$ cat config.mk
export PLATFORM = sky130hd
export DESIGN_NAME = awpd_scan
export DESIGN_NICKNAME = d
export VERILOG_FILES = /design/src/design/awpd_pkg.sv /design/src/design/awpd_scan.sv
export SDC_FILE = /design/constraint.sdc
export NUM_CORES = 1
export LEC_CHECK = 0
export ABC_AREA = 1
export BUFFER_PORTS_ARGS = -buffer_cell sky130_fd_sc_hd__buf_4
export CAP_MARGIN = 25
export CORE_MARGIN = 3
export CORE_UTILIZATION = 40
export DETAILED_ROUTE_END_ITERATION = 16
export GPL_TIMING_DRIVEN = 1
export SYNTH_ARGS = -nofsm -noshare
export SYNTH_HDL_FRONTEND = slang
export SYNTH_SLANG_ARGS = --single-unit
$ cat constraint.sdc
create_clock -name aclk -period 7.4 [get_ports aclk]
set_input_delay 0.74 -clock aclk [delete_from_list [all_inputs] [get_ports aclk]]
set_output_delay 0.74 -clock aclk [all_outputs]
set_load 0.01 [all_outputs]
$ cat src/design/awpd_pkg.sv
// Shared types and constants for the area window pixel density unit.
// No dependencies; every other design file refers to this package by scoped names.
`timescale 1ns / 1ps

package awpd_pkg;

    localparam int DEF_MAX_WIDTH  = 1024;
    localparam int DEF_MAX_WINDOW = 16;
    localparam int MAX_HEIGHT     = 1024;

    localparam int CFG_IDX_W  = 2;
    localparam int CFG_DATA_W = 11;

    localparam int RST_IMAGE_WIDTH  = 640;
    localparam int RST_IMAGE_HEIGHT = 480;
    localparam int RST_WINDOW_SIZE  = 5;

    localparam int CHAN_W    = 8;
    localparam int S_TDATA_W = 24;
    localparam int DENSITY_W = 9;
    localparam int COORD_W   = 10;
    localparam int M_TDATA_W = 32;

    typedef enum logic [CFG_IDX_W-1:0] {
        REG_IMAGE_WIDTH  = 2'd0,
        REG_IMAGE_HEIGHT = 2'd1,
        REG_WINDOW_SIZE  = 2'd2
    } reg_idx_t;

    typedef struct packed {
        logic x_in;
        logic y_in;
        logic row0;
        logic col0;
        logic emit;
        logic last;
    } pos_flags_t;

endpackage

$ cat src/design/awpd_scan.sv
// Configuration registers and scan position counters.
// Depends on awpd_pkg.
`timescale 1ns / 1ps

module awpd_scan #(
    parameter int MAX_WIDTH  = awpd_pkg::DEF_MAX_WIDTH,
    parameter int MAX_WINDOW = awpd_pkg::DEF_MAX_WINDOW
) (
    input  logic                             aclk,
    input  logic                             aresetn,
    input  logic                             cfg_wr_en,
    input  logic [awpd_pkg::CFG_IDX_W-1:0]   cfg_index,
    input  logic [awpd_pkg::CFG_DATA_W-1:0]  cfg_wdata,
    input  logic                             step,
    output logic [$clog2(MAX_WIDTH)-1:0]     col_addr,
    output logic [$clog2(MAX_WINDOW+1)-1:0]  win_size,
    output logic [awpd_pkg::COORD_W-1:0]     pos_x,
    output logic [awpd_pkg::COORD_W-1:0]     pos_y,
    output awpd_pkg::pos_flags_t             flags
);

    localparam int XW = $clog2(MAX_WIDTH + MAX_WINDOW);
    localparam int YW = $clog2(awpd_pkg::MAX_HEIGHT + MAX_WINDOW);
    localparam int WW = $clog2(MAX_WIDTH + 1);
    localparam int HW = $clog2(awpd_pkg::MAX_HEIGHT + 1);
    localparam int SW = $clog2(MAX_WINDOW + 1);
    localparam int AW = $clog2(MAX_WIDTH);
    localparam int RST_W = (awpd_pkg::RST_IMAGE_WIDTH > MAX_WIDTH) ?
                           MAX_WIDTH : awpd_pkg::RST_IMAGE_WIDTH;
    localparam int RST_H = awpd_pkg::RST_IMAGE_HEIGHT;
    localparam int RST_S = (awpd_pkg::RST_WINDOW_SIZE > MAX_WINDOW) ?
                           MAX_WINDOW : awpd_pkg::RST_WINDOW_SIZE;

    logic [WW-1:0] width_reg, width_next;
    logic [HW-1:0] height_reg, height_next;
    logic [SW-1:0] size_reg, size_next;
    logic [XW-1:0] col_reg, col_next;
    logic [YW-1:0] row_reg, row_next;
    logic          cfg_hit;
    logic [SW-1:0] half;
    logic [XW-1:0] wp;
    logic [YW-1:0] hp;
    logic [XW-1:0] cur_x;
    logic [YW-1:0] cur_y;
    logic [XW-1:0] dx;
    logic [YW-1:0] dy;

    always_comb begin
        width_next  = width_reg;
        height_next = height_reg;
        size_next   = size_reg;
        cfg_hit     = 1'b0;
        if (cfg_wr_en) begin
            unique case (awpd_pkg::reg_idx_t'(cfg_index))
                awpd_pkg::REG_IMAGE_WIDTH: begin
                    cfg_hit = 1'b1;
                    if (cfg_wdata == '0)
                        width_next = WW'(1);
                    else if (int'(cfg_wdata) > MAX_WIDTH)
                        width_next = WW'(MAX_WIDTH);
                    else
                        width_next = WW'(cfg_wdata);
                end
                awpd_pkg::REG_IMAGE_HEIGHT: begin
                    cfg_hit = 1'b1;
                    if (cfg_wdata == '0)
                        height_next = HW'(1);
                    else if (int'(cfg_wdata) > awpd_pkg::MAX_HEIGHT)
                        height_next = HW'(awpd_pkg::MAX_HEIGHT);
                    else
                        height_next = HW'(cfg_wdata);
                end
                awpd_pkg::REG_WINDOW_SIZE: begin
                    cfg_hit = 1'b1;
                    if (cfg_wdata[4:0] == '0)
                        size_next = SW'(1);
                    else if (int'(cfg_wdata[4:0]) > MAX_WINDOW)
                        size_next = SW'(MAX_WINDOW);
                    else
                        size_next = SW'(cfg_wdata[4:0]);
                end
                default: ;
            endcase
        end
    end

    always_comb begin
        half  = size_reg >> 1;
        wp    = XW'(width_reg) + XW'(half);
        hp    = YW'(height_reg) + YW'(half);
        cur_x = col_reg;
        cur_y = row_reg;
        if (col_reg >= wp || row_reg >= hp) begin
            cur_x = '0;
            cur_y = '0;
        end
        dx = cur_x - XW'(half);
        dy = cur_y - YW'(half);

        col_next = col_reg;
        row_next = row_reg;
        if (cfg_hit) begin
            col_next = '0;
            row_next = '0;
        end else if (step) begin
            if (cur_x + XW'(1) >= wp) begin
                col_next = '0;
                row_next = (cur_y + YW'(1) >= hp) ? '0 : cur_y + YW'(1);
            end else begin
                col_next = cur_x + XW'(1);
                row_next = cur_y;
            end
        end
    end

    always_ff @(posedge aclk) begin
        if (!aresetn) begin
            width_reg  <= WW'(RST_W);
            height_reg <= HW'(RST_H);
            size_reg   <= SW'(RST_S);
            col_reg    <= '0;
            row_reg    <= '0;
        end else begin
            width_reg  <= width_next;
            height_reg <= height_next;
            size_reg   <= size_next;
            col_reg    <= col_next;
            row_reg    <= row_next;
        end
    end

    assign col_addr   = cur_x[AW-1:0];
    assign win_size   = size_reg;
    assign pos_x      = awpd_pkg::COORD_W'(dx);
    assign pos_y      = awpd_pkg::COORD_W'(dy);
    assign flags.x_in = cur_x < XW'(width_reg);
    assign flags.y_in = cur_y < YW'(height_reg);
    assign flags.row0 = cur_y == '0;
    assign flags.col0 = cur_x == '0;
    assign flags.emit = (cur_x >= XW'(half)) && (cur_y >= YW'(half));
    assign flags.last = (cur_x == wp - XW'(1)) && (cur_y == hp - YW'(1));

endmodule

==> Implementation_results.wiki <==
{| class="wikitable"
! Metric !! Value
|-
| Count of input and output buffers || 57
|-
| GPL Wtd Cong || 0.977
|-
| Die extent in x || 130 µm
|-
| Data required, critical path || 6.66 ns
|-
| Count of standard-cell rows || 44
|-
| Clock insertion delay at the later pin of the skew report || 0.30 ns
|-
| Critical path origin || win_size[2]$_SDFFE_PN1P_
|-
| Worst flop-to-flop path startpoint || win_size[2]$_SDFFE_PN1P_
|-
| Most common cell after layout, fill and taps aside || sky130_fd_sc_hd__nand2_1
|-
| Number of different library cells in the post-synthesis netlist || 45
|-
| Number of flops mapped to enable cells by yosys || 0
|-
| Kind of start point of the critical path || flip-flop
|-
| Maximum number of pins on one net before global-route repair || 25
|-
| Vertical die dimension || 130 µm
|-
| Boundary Pins || 58
|-
| Power per cell area || 120 mW/mm²
|-
| Die Footprint || 0.0169 mm²
|-
| Worst-case register-to-register setup slack || 0.81 ns
|-
| Kind of cell adding the most delay to the critical path || simple AND/OR/NAND/NOR gates
|-
| Share of flip-flops with an asynchronous set or reset || 0%
|-
| Post-detailed-route via-to-cell ratio || 5.42
|-
| Clock Root Buffer || sky130_fd_sc_hd__clkbuf_16
|-
| Fraction of final layout cells with drive strength greater than 1 || 12.4%
|-
| Bufs and invs on worst path || 8
|-
| Period utilisation layout || 92.3%
|-
| Count of antenna diodes in the layout || 0
|-
| Vias || 6537
|-
| Highest clock frequency the design can meet || 0.146 GHz
|-
| Syn Area/Cell || 6.39 µm²
|-
| Count of buffers added by post-CTS timing repair for setup || 0
|-
| Drt initial violations || 529
|-
| Number of clock sinks seen by CTS || 49
|-
| Worst rel slew slack || 40.0%
|-
| Capture instance of the worst register-to-register path || col_reg[9]$_SDFFE_PP0P_
|-
| Synthesized area || 0.00615 mm²
|-
| Number of endpoints failing setup at the final stage || 0
|-
| Overflow after GRT || 0
|-
| Count of pins over their slew limit || 0
|-
| Number of antenna violations at the first check in global routing || 0
|-
| Top library cells by usage in the layout, fill and taps aside || sky130_fd_sc_hd__nand2_1 (214), sky130_fd_sc_hd__inv_1 (132), sky130_fd_sc_hd__nor2_1 (99)
|-
| Final #Nets || 1115
|-
| Number of detailed-routing iterations run before antenna repair || 5
|-
| Worst IR Drop VDD || 0.000103 V
|-
| Core Footprint || 0.0148 mm²
|-
| Clock slew at reported path FFs || 0.07 ns
|-
| Placed wire-length estimate after detailed placement || 17.7 mm
|-
| Overall Power || 0.839 mW
|-
| Post-synthesis net count || 1055
|-
| Wirelength, routed || 21.0 mm
|-
| TritonCTS clock tree || yes
|-
| Crit path depth || 30
|-
| Slowest CP cell || sky130_fd_sc_hd__dfxtp_1
|-
| Prevailing post-synth register cell || sky130_fd_sc_hd__dfxtp_1
|-
| Worst setup path end || flags[1]
|-
| Gate Count Post-Synth || 962
|-
| Result of the run || complete, no violations
|-
| Post-Route Setup TNS || 0 ns
|-
| Post-synthesis register bit count || 49
|-
| Worst EP arrival || 6.09 ns
|-
| # hold bufs at CTS || 0
|-
| WS Path Type || reg2out
|-
| MaxCap Viol Count || 0
|-
| Initial core utilization || 41.5%
|-
| Period minus WS final || 6.83 ns
|-
| Routed length per instance || 17.4 µm
|-
| CTS H-Tree Depth || 2
|-
| End-of-flow core utilization || 47.1%
|-
| Cts repair resizes || 0
|-
| Standard cell area after detailed placement || 0.00679 mm²
|-
| Transition time at the pin with the least slew margin || 0.896 ns
|-
| Total global routing track utilization || 24.9%
|-
| Global-route wire length before repair || 32.5 mm
|-
| Crit-path most repeated cell || sky130_fd_sc_hd__nand2_1
|-
| Register-to-Register Path Depth || 35
|-
| Worst hold-check path type || reg2reg
|-
| RSZ-0062 raised after global routing || no
|-
| Static Leak || 3.53 nW
|-
| Clock tree buffer depth || 2
|-
| Post-DRT Antenna Nets || 0
|-
| Hold violation total from the final report || 0
|-
| Largest incremental delay on the critical path || 0.50 ns
|-
| DRC viols || 0
|-
| Number of global-route vias before repair || 5982
|-
| Yosys synthesis warning count || 0
|-
| Synthesis-to-layout area growth || 13.4%
|-
| Worst-path maximum fanout || 13
|-
| Number of buffers created by CTS || 5
|-
| Setup clock skew after layout || 0.00933 ns
|-
| Register area share after synthesis || 16.0%
|-
| Critical Path Sink Type || output pin
|-
| Post-Layout Inst Area || 0.00697 mm²
|}
per-stage QoR:
| stage | hold WS (ns) | setup WS (ns) | std cells |
|---|---|---|---|
| floorplan | 0.457 | 1.69 | 962 |
| global placement | 0.462 | 1.02 | 1198 |
| detailed placement | 0.463 | 0.887 | 1198 |
| CTS | 0.485 | 0.615 | 1206 |
| global route | 0.500 | 0.0467 | 1207 |
| finish | 0.487 | 0.567 | 1207 |
cell type report:
class                           instances  area (µm²)
Inverter                              140         526
Multi-Input combinational cell        760        4570
Timing Repair Buffer                   66         495
Fill cell                            1542        7840
Clock buffer                            7         143
Clock inverter                          1        30.0
Sequential cell                        49         981
Tap cell                              184         230
tightest hold or removal path: stages (launching register included):
cell	delay, ns
sky130_fd_sc_hd__dfxtp_1	0.34
sky130_fd_sc_hd__a21oi_1	0.07
sky130_fd_sc_hd__nand2_1	0.05
cell families (layout without fill, tap and decap cells):
logic type | count (synthesis) | in the layout | synth area share [%]
AND/OR/NAND/NOR | 492 | 492 | 37.6
AO/OA/AOI/OAI | 133 | 133 | 12.3
flip-flops | 49 | 49 | 16.0
adder cells (fa/ha/maj) | 76 | 76 | 16.0
buffers and inverters | 153 | 214 | 9.83
XOR/XNOR | 59 | 59 | 8.41
Yosys cell counts, types with 4 or more instances:
cell type                  number  area [µm²]
sky130_fd_sc_hd__nor2_2         6        37.5
sky130_fd_sc_hd__a21oi_1       51         255
sky130_fd_sc_hd__xnor2_1       14         123
sky130_fd_sc_hd__a211oi_1      10        75.1
sky130_fd_sc_hd__ha_1          72         901
sky130_fd_sc_hd__inv_2          8        30.0
sky130_fd_sc_hd__clkbuf_1       9        33.8
sky130_fd_sc_hd__xor2_1        45         394
sky130_fd_sc_hd__nand4_1       32         200
sky130_fd_sc_hd__o21ai_0       40         200
sky130_fd_sc_hd__o21bai_1       4        30.0
sky130_fd_sc_hd__nor4_1         7        43.8
sky130_fd_sc_hd__nor3_1        14        70.1
sky130_fd_sc_hd__nor2_1        99         372
sky130_fd_sc_hd__nand3_1       79         395
sky130_fd_sc_hd__o21ai_1        8        40.0
sky130_fd_sc_hd__nand2_2       14        87.6
sky130_fd_sc_hd__inv_1        132         495
sky130_fd_sc_hd__nand2_1      214         803
sky130_fd_sc_hd__fa_1           4        80.1
sky130_fd_sc_hd__o211ai_1       4        30.0
sky130_fd_sc_hd__nor2_4         7        78.8
sky130_fd_sc_hd__dfxtp_1       49         981
sky130_fd_sc_hd__nand3_2        8        80.1
sky130_fd_sc_hd__nor3_2         4        40.0
sky130_fd_sc_hd__o22ai_1        4        25.0
power by group:
group / switching (mW) / internal (mW) / leakage, nW
registers: 0.0124 / 0.273 / 0.399
clock network: 0.103 / 0.169 / 0.0841
logic: 0.178 / 0.104 / 3.05
how the worst min path moves through the flow:
stage / from / endpoint / slack [ns] / cells after the start
2_1_floorplan: col_reg[0]$_SDFFE_PP0P_ / col_reg[0]$_SDFFE_PP0P_ / 0.46 / 2
3_3_place_gp: win_size[0]$_SDFFE_PN1P_ / win_size[0]$_SDFFE_PN1P_ / 0.46 / 2
3_5_place_dp: win_size[0]$_SDFFE_PN1P_ / win_size[0]$_SDFFE_PN1P_ / 0.46 / 2
4_1_cts: win_size[0]$_SDFFE_PN1P_ / win_size[0]$_SDFFE_PN1P_ / 0.48 / 2
5_1_grt: win_size[0]$_SDFFE_PN1P_ / win_size[0]$_SDFFE_PN1P_ / 0.50 / 2
6_report: win_size[0]$_SDFFE_PN1P_ / win_size[0]$_SDFFE_PN1P_ / 0.49 / 2
per-layer routing:
| metal | track usage, % | share of wire [%] |
|---|---|---|
| met1 | 34.9 | 47 |
| met2 | 39.5 | 45 |
| met3 | 4.54 | 6.4 |
| met4 | 6.48 | 2.2 |
| met5 | 0 | 0 |
Note: power is estimated with default switching activity, not from simulation.
