$ cat config.mk
export PLATFORM = sky130hd
export DESIGN_NAME = awpd_row
export DESIGN_NICKNAME = d
export VERILOG_FILES = /design/src/design/awpd_pkg.sv /design/src/design/awpd_row.sv
export SDC_FILE = /design/constraint.sdc
export NUM_CORES = 1
export LEC_CHECK = 0
export BUFFER_PORTS_ARGS = -buffer_cell sky130_fd_sc_hd__buf_2
export CORE_AREA = 2 2 136 85
export CTS_BUF_LIST = sky130_fd_sc_hd__clkbuf_16
export CTS_CLUSTER_DIAMETER = 50
export DETAILED_ROUTE_END_ITERATION = 7
export DIE_AREA = 0 0 138 87
export PLACE_DENSITY = 0.64
export SETUP_SLACK_MARGIN = 0.5
export SLEW_MARGIN = 40
export SYNTH_ARGS = -nofsm -noshare
export SYNTH_HDL_FRONTEND = slang
export SYNTH_SLANG_ARGS = --single-unit
$ cat constraint.sdc
create_clock -name aclk -period 3.3 [get_ports aclk]
set_input_delay 0.165 -clock aclk [delete_from_list [all_inputs] [get_ports aclk]]
set_output_delay 0.165 -clock aclk [all_outputs]
set_load 0.01 [all_outputs]
$ cat src/design/awpd_pkg.sv
// Shared types and constants for the area window pixel density unit.
// No dependencies; every other design file refers to this package by scoped names.
`timescale 1ns / 1ps

package awpd_pkg;

    localparam int DEF_MAX_WIDTH  = 1024;
    localparam int DEF_MAX_WINDOW = 16;
    localparam int MAX_HEIGHT     = 1024;

    localparam int CFG_IDX_W  = 2;
    localparam int CFG_DATA_W = 11;

    localparam int RST_IMAGE_WIDTH  = 640;
    localparam int RST_IMAGE_HEIGHT = 480;
    localparam int RST_WINDOW_SIZE  = 5;

    localparam int CHAN_W    = 8;
    localparam int S_TDATA_W = 24;
    localparam int DENSITY_W = 9;
    localparam int COORD_W   = 10;
    localparam int M_TDATA_W = 32;

    typedef enum logic [CFG_IDX_W-1:0] {
        REG_IMAGE_WIDTH  = 2'd0,
        REG_IMAGE_HEIGHT = 2'd1,
        REG_WINDOW_SIZE  = 2'd2
    } reg_idx_t;

    typedef struct packed {
        logic x_in;
        logic y_in;
        logic row0;
        logic col0;
        logic emit;
        logic last;
    } pos_flags_t;

endpackage

$ cat src/design/awpd_row.sv
// Horizontal running sum over the last window_size column counts of the row.
// Depends on awpd_pkg.
`timescale 1ns / 1ps

module awpd_row #(
    parameter int MAX_WINDOW = awpd_pkg::DEF_MAX_WINDOW
) (
    input  logic                                         aclk,
    input  logic                                         aresetn,
    input  logic                                         advance,
    input  logic                                         cur_col0,
    input  logic [$clog2(MAX_WINDOW+1)-1:0]              col_count,
    input  logic [$clog2(MAX_WINDOW+1)-1:0]              win_size,
    output logic [$clog2(MAX_WINDOW*MAX_WINDOW+1)-1:0]   total
);

    localparam int CW = $clog2(MAX_WINDOW + 1);
    localparam int TW = $clog2(MAX_WINDOW * MAX_WINDOW + 1);
    localparam int IW = (MAX_WINDOW > 1) ? $clog2(MAX_WINDOW) : 1;

    logic [CW-1:0] win_reg [MAX_WINDOW];
    logic [CW-1:0] win_next [MAX_WINDOW];
    logic [TW-1:0] total_reg;
    logic [TW-1:0] base;
    logic [CW-1:0] dropped;
    logic [IW-1:0] top_idx;

    always_comb begin
        top_idx = IW'(win_size - CW'(1));
        base    = cur_col0 ? '0 : total_reg;
        dropped = cur_col0 ? '0 : win_reg[top_idx];
        total   = base - TW'(dropped) + TW'(col_count);
        win_next[0] = col_count;
        for (int i = 1; i < MAX_WINDOW; i++)
            win_next[i] = cur_col0 ? '0 : win_reg[i-1];
    end

    always_ff @(posedge aclk) begin
        if (!aresetn) begin
            total_reg <= '0;
            for (int i = 0; i < MAX_WINDOW; i++)
                win_reg[i] <= '0;
        end else if (advance) begin
            total_reg <= total;
            for (int i = 0; i < MAX_WINDOW; i++)
                win_reg[i] <= win_next[i];
        end
    end

endmodule
==> impl_metrics.yaml, run 1 <==
clocking:
  clk_pin_slew_ns: 0.07
  ctsHtreeMaxLevel: 3
  cts_made_buffers: 9
  cts.sinks: 89
  clock_latency_ns: 0.34
  root_buffer: "clkbuf_16"
  tritoncts: "built"
  hold_buffers: 0
  clock_path_buffers: 2
sta:
  hold_violations: 0
  finalSetupViolCount: 5
  setup_tns_ns: -0.348
  clock_skew_ns: 0.00304
  final_max_slew_viol_count: 0
  fin_crit_sh_pct: 104
  slew_headroom_pct: 45.5
  whs_ns: 0.164
  period_minus_slack_ns: 3.42
  worst_pin_slew_ns: 0.817
  setup_ws_ns: -0.123
  rsz0062_at_grt: "yes"
  timing.fmax_mhz: 292
route:
  drc: 0
  wl_per_cell_um: 18.0
  routed_via_density: 5.45
  drt_iter0_drc: 275
  via_count: 2992
  drtPass1Iterations: 4
  wl_um: 9860
  postRouteAntennaNets: 0
yosys:
  netlist_instances: 364
  syn_nets: 393
  seq_area_frac_synth_pct: 54.8
  async_flop_share_pct: 0
  ys_ff_latch: 89
  ys_types: 43
  avgSynthCellArea_um2: 13.0
  synth_warnings: 0
  syn_area_um2: 4720
  synthFlopType: "edfxtp_1"
  synth_edf_count: 80
status:
  violations: "setup timing"
  status: "finished with violations"
grt:
  antenna_found_initial: 0
  grt_first_pass_wirelength_um: 16300
  gr-usage-all-layers_pct: 17.4
  overflow: 0
  grt_max_degree: 81
  grt_pass1_vias: 3024
hold_path:
  hp-class: "primary input to flip-flop"
  holdPathStages: 2
  hp-start: "col_count[0]"
  hold_end: "win_reg[0][0]$_SDFFCE_PN0P_"
die:
  io_pins: 23
  die_h_um: 87
  core_region_area_um2: 10900
  start_util_pct: 43.3
  die_x_um: 138
  dieArea_um2: 12000
  rows: 30
worst_setup_path:
  path_max_fanout: 4
  r2r_end: "total_reg[8]$_SDFFE_PN0P_"
  r2r_cells: 13
  setup.worst_path.end_class: "output pin"
  path_cells: "mux4_2 > mux2i_2 > o22ai_2 > fa_1 > inv_2 > ha_4 > o21ai_2 > o211ai_1 > nand2_1 > xnor2_2 > buf_2"
  worstPathArrival_ns: 3.26
  slowest_stage: "fa_1"
  max_stage_delay_ns: 0.54
  timing.rr.start: "win_reg[0][3]$_SDFFCE_PN0P_"
  crit_type: "flip-flop to output pin"
  cp_top_family: "adder cells"
  start_kind: "flip-flop"
  critPathBufInv: 2
  rrSetupSlack_ns: 0.07
  cp_data_required_time_ns: 3.13
place:
  place_congestion: 0.800
  port_buffers: 21
  dpl-instance-area_um2: 5210
  dpl.hpwl_um: 6130
  pre_cts_ws_ns: -0.0993
  dp_cells: 526
power:
  p_per_area_nw_per_um2: 596
  ir_drop_v: 0.000352
  leakagePower_nw: 2.49
  finalPower_mw: 3.42
layout:
  synthToLayoutAreaGrowth_pct: 21.6
  largest_reg_flops: 80
  drive_above_1_share_pct: 32.1
  design_area_um2: 5740
  fin_cells: 549
  fin_util_pct: 52.7
  diodes: 0
  nets: 429
run:
  drv_cap: 0
-- layout by cell type (no fill, tap or decap), types with 3 or more instances in the layout --
cell	n
mux2i_1	7
ha_4	5
nand2_1	16
o211ai_1	3
o22ai_2	4
and3_1	77
mux4_1	4
nor2b_1	4
a21oi_2	5
buf_6	5
xnor2_1	4
ha_1	4
nand3_1	4
inv_2	3
mux2i_4	3
nor3_1	7
buf_2	19
dfxtp_1	9
o21a_1	3
clkbuf_16	9
buf_12	3
nor2_1	9
mux4_2	16
edfxtp_1	80
fa_1	4
inv_1	20
o21ai_0	4
buf_4	24
-- area by class of cell --
cell class              count  area (um^2)
well taps                 144          180
flip-flops and latches     89         2580
clock buffers               9          225
inverters                  24         92.6
clock inverters             7         55.1
fillers                   925         5150
repair buffers             51          392
multi-input cells         225         2210
-- what timing repair did --
item,in CTS,in global routing
setup endpoints to repair,15,15
gates resized for setup,30,12
cloned,0,0
buffers inserted,5,2
pin swaps,15,5
-- cells by family after synthesis --
| logic type | Yosys count | share of synthesized area (%) |
|---|---|---|
| DFF | 89 | 54.8 |
| AOI/OAI and AO/OA | 38 | 5.47 |
| xor gates and xnor gates | 9 | 2.07 |
| adders and majority gates | 15 | 4.78 |
| muxes | 32 | 12.8 |
| and+or+nand+nor | 131 | 15.6 |
| buffers and inverters | 50 | 4.48 |
-- cells in the mapped netlist, drive strengths merged, types with 6 or more instances --
| cell | count | area [um^2] |
|---|---|---|
| clkbuf | 21 | 78.8 |
| ha | 10 | 125 |
| inv | 24 | 90.1 |
| xnor2 | 6 | 52.6 |
| nand2 | 18 | 67.6 |
| nor3 | 9 | 50.1 |
| and3 | 78 | 488 |
| dfxtp | 9 | 180 |
| mux2i | 12 | 120 |
| nand3 | 6 | 30.0 |
| edfxtp | 80 | 2400 |
| nor2 | 10 | 37.5 |
| o21ai | 6 | 30.0 |
| a21oi | 9 | 48.8 |
| mux4 | 20 | 484 |
-- per-layer routing --
metal  vias up  global-route usage (%)  routed length (um)
li1       1458                       -                   -
met1      1487                    26.4                5130
met2        41                    25.4                4320
met3         6                    4.23                 341
met4         0                    4.17                  72
met5         -                       0                   0
-- where the power goes --
group | switching [mW] | internal (mW) | total (mW)
clock | 0.448 | 0.517 | 0.965
sequential | 0.0467 | 1.31 | 1.36
combinational | 0.554 | 0.539 | 1.09
-- worst max-delay path by stage --
stage,from,cells past startpoint,to,slack (ns)
finish,win_reg[0][3]$_SDFFCE_PN0P_,11,total[7],-0.12
global placement,win_size[0],14,total[5],-0.09
detailed placement,win_size[0],14,total[7],-0.1
CTS,win_reg[13][1]$_SDFFCE_PP0P_,11,total[7],-0.14
floorplan,win_size[0],14,total_reg[7]$_SDFFE_PN0P_,0.40
global route,win_reg[0][3]$_SDFFCE_PN0P_,11,total[8],-0.27
No activity file was read; power rests on OpenSTA's default activity.
==> inputs of run 2 (changes only) <==
Settings changed: BUFFER_PORTS_ARGS -buffer_cell sky130_fd_sc_hd__buf_2 to unset, DONT_BUFFER_PORTS set to 1, PLACE_DENSITY 0.64 to 0.62, SLEW_MARGIN 40 to 20.
==> run 2 against run 1 <==
The flow still finishes with violations (setup timing). Clock skew increased by 0.0053 ns. Register-to-register slack got worse by 0.08 ns. Clock power increased by 8%. Fmax increased by 0.92%. Sequential power about the same. Die area unchanged. Non-clock buffer count decreased by 19. Highest routed layer unchanged.
==> impl_metrics.yaml, run 2 (synthesis gave the netlist of run 1 again) <==
power:
  ir_drop_v: 0.000409
  switchingPower_mw: 1.05
  p_sw_share_pct: 30.0
  pwr-share-seq_pct: 39.0
  p_clk_share_pct: 29.8
  intPower_mw: 2.44
  pwr-share-comb_pct: 31.2
  leakagePower_nw: 2.44
  p_per_area_nw_per_um2: 616
worst_setup_path:
  r2r_cells: 11
  crit_type: "flip-flop to output pin"
  slowest_stage: "fa_1"
  cp_top_family: "adder cells"
  start_kind: "flip-flop"
  cp_data_required_time_ns: 3.13
  max_stage_delay_ns: 0.52
  rrSetupSlack_ns: -0.01
  critPathBufInv: 2
  timing.rr.start: "win_reg[7][1]$_SDFFCE_PP0P_"
  path_max_fanout: 4
  setup.worst_path.end_class: "output pin"
  worstPathArrival_ns: 3.23
  path_cells: "mux4_2 > mux2i_1 > buf_4 > o22ai_4 > fa_1 > inv_2 > ha_4 > o21ai_4 > o211ai_1 > nand2_1 > xnor2_2"
  r2r_end: "total_reg[7]$_SDFFE_PN0P_"
hold_path:
  hold_end: "total_reg[5]$_SDFFE_PN0P_"
  hp-start: "aresetn"
  holdPathStages: 2
  hp-class: "primary input to flip-flop"
route:
  wl_um: 10200
  wl_per_cell_um: 19.3
  drtPass1Iterations: 4
  drc: 0
  postRouteAntennaNets: 0
  drt_iter0_drc: 278
  via_count: 2992
  routed_via_density: 5.65
grt:
  antenna_found_initial: 0
  grt_pass1_vias: 2990
  overflow: 0
  grt_first_pass_wirelength_um: 16400
  grt_max_degree: 81
  gr-usage-all-layers_pct: 17.6
sta:
  slew_headroom_pct: 31.3
  timing.fmax_mhz: 295
  hold_violations: 0
  setup_tns_ns: -0.198
  rsz0062_at_grt: "yes"
  setup_ws_ns: -0.0921
  finalSetupViolCount: 4
  period_minus_slack_ns: 3.39
  clock_skew_ns: 0.00836
  final_max_slew_viol_count: 0
  worst_pin_slew_ns: 1.03
  fin_crit_sh_pct: 103
die:
  io_pins: 23
  rows: 30
  die_h_um: 87
  dieArea_um2: 12000
  core_region_area_um2: 10900
  die_x_um: 138
  start_util_pct: 43.3
clocking:
  cts_made_buffers: 9
  clk_pin_slew_ns: 0.07
  clock_latency_ns: 0.34
  tritoncts: "built"
  cts.sinks: 89
  root_buffer: "clkbuf_16"
  ctsHtreeMaxLevel: 3
  clock_path_buffers: 2
run:
  drv_cap: 0
layout:
  drive_above_1_share_pct: 27.5
  largest_reg_flops: 80
  final_common_cell: "edfxtp_1"
  layout_common_cells: "edfxtp_1 (80), and3_1 (77), buf_4 (26)"
  diodes: 0
  fin_util_pct: 52.1
  synthToLayoutAreaGrowth_pct: 20.2
  design_area_um2: 5670
  nets: 410
status:
  status: "finished with violations"
  violations: "setup timing"
place:
  place_congestion: 0.844
  port_buffers: 0
  dpl.hpwl_um: 6140
  dpl-instance-area_um2: 5030
-- run 2: cell types whose count changed in the layout (fill, tap and decap cells not counted), sizes merged --
cell / before / now
buf: 51 / 30
dlygate4sd3: 0 / 2
bufinv: 0 / 1
clkinvlp: 2 / 1
-- run 2: worst max path at each step --
stage,start,endpoint,slack [ns],cells past startpoint
2_1_floorplan,win_size[0],total_reg[7]$_SDFFE_PN0P_,0.40,14
3_3_place_gp,win_size[1],total_reg[7]$_SDFFE_PN0P_,0.06,12
3_5_place_dp,win_size[1],total_reg[7]$_SDFFE_PN0P_,0.03,12
4_1_cts,win_reg[13][1]$_SDFFCE_PP0P_,total[8],-0.07,11
5_1_grt,win_reg[12][1]$_SDFFCE_PP0P_,total[8],-0.20,11
6_report,win_reg[12][3]$_SDFFCE_PP0P_,total[7],-0.09,11
-- run 2: area by class of cell --
class                      instances  area, um^2
clock buffer                       9         225
clock inverter                     7        76.3
fill                             950        5220
inverter                          24        92.6
multi-input combinational        225        2230
sequential                        89        2580
tap                              144         180
timing repair buffer              32         278
-- run 2: worst register-to-register path, stage by stage, from the launching register on --
cell,delay [ns]
edfxtp_1,0.41
mux4_1,0.52
mux2i_1,0.18
o22ai_2,0.12
fa_1,0.53
inv_2,0.06
ha_4,0.22
a211oi_4,0.32
o211ai_1,0.23
buf_4,0.19
and3_4,0.15
a311o_1,0.26
-- run 2: metrics by stage --
step                setup slack (ns)  power [mW]  instances  hold slack, ns
detailed placement            0.0258        2.18        498           0.296
CTS                          -0.0677        3.40        526         0.00433
finish                       -0.0921        3.49        530         0.00848
global placement              0.0582        2.17        498           0.288
global route                  -0.199        3.66        530         0.00649
floorplan                      0.397        2.00        364           0.401
-- run 2: timing repair --
item,in CTS,in global routing
setup buffers,10,4
gates cloned,0,0
resized for setup,28,14
pin swaps,19,8
setup endpoints to repair,15,15
hold buffers,2,0
hold endpoints to repair,7,0
-- run 2: metal layers --
layer  global-route usage, %  vias to the layer above  share of wire [%]
met5                       0                        -                  0
met4                    4.27                        0               0.58
met3                    5.00                        5                6.3
met2                    24.8                       67                 43
met1                    26.9                     1506                 50
li1                        -                     1414                  -
-- run 2: power groups by stage --
stage          registers [mW]  logic (mW)  clock network [mW]
3_3_place_gp             1.38       0.785                   0
5_1_grt                  1.37        1.17                1.11
2_1_floorplan            1.37       0.627                   0
6_report                 1.36        1.09                1.04
3_5_place_dp             1.39       0.796                   0
4_1_cts                  1.36       0.980                1.06
==> inputs of run 3 (changes only) <==
Settings changed: CORE_AREA 2 2 136 85 to 10 10 144 93, DIE_AREA 0 0 138 87 to 0 0 154 103.
==> run 3 against run 2 <==
The flow still finishes with violations (setup timing). Routed wire length is essentially flat. Fmax grew 0.46%. Power shrank 2.3%. Clock skew shrank 0.0014 ns. Hold slack gained 0.016 ns. Critical path depth is the same. Global-route usage shrank 4.6 points. First-iteration DRC count grew 20%. Utilization shrank 0.36 points. Largest power group unchanged. Highest routed layer unchanged.
==> impl_metrics.yaml, run 3 (synthesis gave the netlist of run 1 again) <==
route:
  drt_iter0_drc: 333
  wl_per_cell_um: 19.3
  drtPass1Iterations: 4
  drc: 0
  postRouteAntennaNets: 0
  via_count: 2987
  routed_via_density: 5.64
  wl_um: 10200
die:
  core_region_area_um2: 10900
  die_h_um: 103
  start_util_pct: 43.2
  dieArea_um2: 15900
  die_x_um: 154
  rows: 30
  io_pins: 23
clocking:
  clk_pin_slew_ns: 0.06
  clock_path_buffers: 2
  cts.sinks: 89
  cts_made_buffers: 9
  clock_latency_ns: 0.34
  tritoncts: "built"
  root_buffer: "clkbuf_16"
  ctsHtreeMaxLevel: 3
sta:
  setup_ws_ns: -0.0766
  slew_headroom_pct: 29.1
  hold_violations: 0
  setup_tns_ns: -0.167
  worst_pin_slew_ns: 1.06
  finalSetupViolCount: 4
  period_minus_slack_ns: 3.38
  clock_skew_ns: 0.00691
  final_max_slew_viol_count: 0
  timing.fmax_mhz: 296
  fin_crit_sh_pct: 102
  whs_ns: 0.0244
  rsz0062_at_grt: "yes"
worst_setup_path:
  setup.worst_path.end_class: "output pin"
  crit_type: "flip-flop to output pin"
  cp_top_family: "adder cells"
  path_max_fanout: 3
  slowest_stage: "mux4_1"
  max_stage_delay_ns: 0.54
  start_kind: "flip-flop"
  path_cells: "mux4_1 > mux2i_1 > o22ai_2 > fa_1 > inv_2 > fa_2 > nand3_4 > buf_4 > nand2_2 > a31oi_4 > xnor2_2"
  critPathBufInv: 2
  cp_data_required_time_ns: 3.13
  worstPathArrival_ns: 3.21
layout:
  nets: 410
  largest_reg_flops: 80
  drive_above_1_share_pct: 28.8
  final_common_cell: "edfxtp_1"
  synthToLayoutAreaGrowth_pct: 19.8
  fin_util_pct: 51.7
  diodes: 0
  layout_common_cells: "edfxtp_1 (80), and3_1 (77), buf_4 (23)"
hold_path:
  hp-class: "primary input to flip-flop"
grt:
  grt_max_degree: 81
  overflow: 0
  antenna_found_initial: 0
  grt_pass1_vias: 2879
  gr-usage-all-layers_pct: 13.0
  grt_first_pass_wirelength_um: 16200
place:
  port_buffers: 0
  place_congestion: 0.788
  dpl.hpwl_um: 6250
  pre_cts_ws_ns: -0.0106
power:
  leakagePower_nw: 2.40
  ir_drop_v: 0.000341
  p_per_area_nw_per_um2: 604
status:
  status: "finished with violations"
  violations: "setup timing"
run:
  drv_cap: 0
run 3: cell types whose count changed in the layout (fill, tap and decap cells not counted), sizes merged:
cell	previous run	this run
inv	26	25
clkinv	3	4
run 3: area by class of cell:
class / instances / area (um^2)
Clock buffer: 9 / 225
Multi-Input combinational cell: 225 / 2220
Fill cell: 910 / 5280
Clock inverter: 7 / 62.6
Inverter: 24 / 92.6
Tap cell: 144 / 180
Timing Repair Buffer: 32 / 289
Sequential cell: 89 / 2580
run 3: worst paths after layout:
| check | startpoint | slack (ns) | cells past startpoint | to |
|---|---|---|---|---|
| worst max-delay path | win_reg[6][1]$_SDFFCE_PP0P_ | -0.08 | 11 | total[6] |
| worst min-delay path | aresetn | 0.02 | 2 | total_reg[5]$_SDFFE_PN0P_ |
| worst max register to register | win_reg[6][1]$_SDFFCE_PP0P_ | 0.11 | 11 | total_reg[7]$_SDFFE_PN0P_ |
| worst min register to register | total_reg[2]$_SDFFE_PN0P_ | 0.48 | 2 | total_reg[2]$_SDFFE_PN0P_ |
run 3: worst register-to-register path, stage by stage (launching register included):
cell and delay [ns]:
edfxtp_1 0.38, mux4_1 0.54, mux2i_1 0.19, o22ai_2 0.13, fa_1 0.52, inv_2 0.06
ha_4 0.22, a211oi_4 0.26, o211ai_1 0.19, buf_4 0.18, and3_4 0.15, a311o_1 0.26
run 3: layer usage:
layer  track usage [%]  routed length (um)
met1              19.7                5490
met5                 0                   0
met4              3.69                  76
met2              17.2                4250
met3              3.88                 423
run 3: stage by stage:
stage                     power (mW)  instances  area [um^2]
after global placement          2.18        498         5030
after CTS                       3.36        524         5550
after detailed placement        2.20        498         5030
after global routing            3.57        530         5650
final                           3.41        530         5650
after floorplan                 2.00        364         4860
run 3: power breakdown:
| group | internal [mW] | leakage (nW) | switching (mW) |
|---|---|---|---|
| clock | 0.579 | 0.142 | 0.428 |
| sequential | 1.32 | 0.961 | 0.0482 |
| combinational | 0.516 | 1.29 | 0.525 |
| total | 2.41 | 2.40 | 1.00 |
run 3: what timing repair did:
item,in CTS,in global routing
hold endpoints to repair,8,0
buffers inserted,8,6
hold buffers,2,0
gates resized for setup,35,13
pin swaps,18,5
setup endpoints to repair,15,16
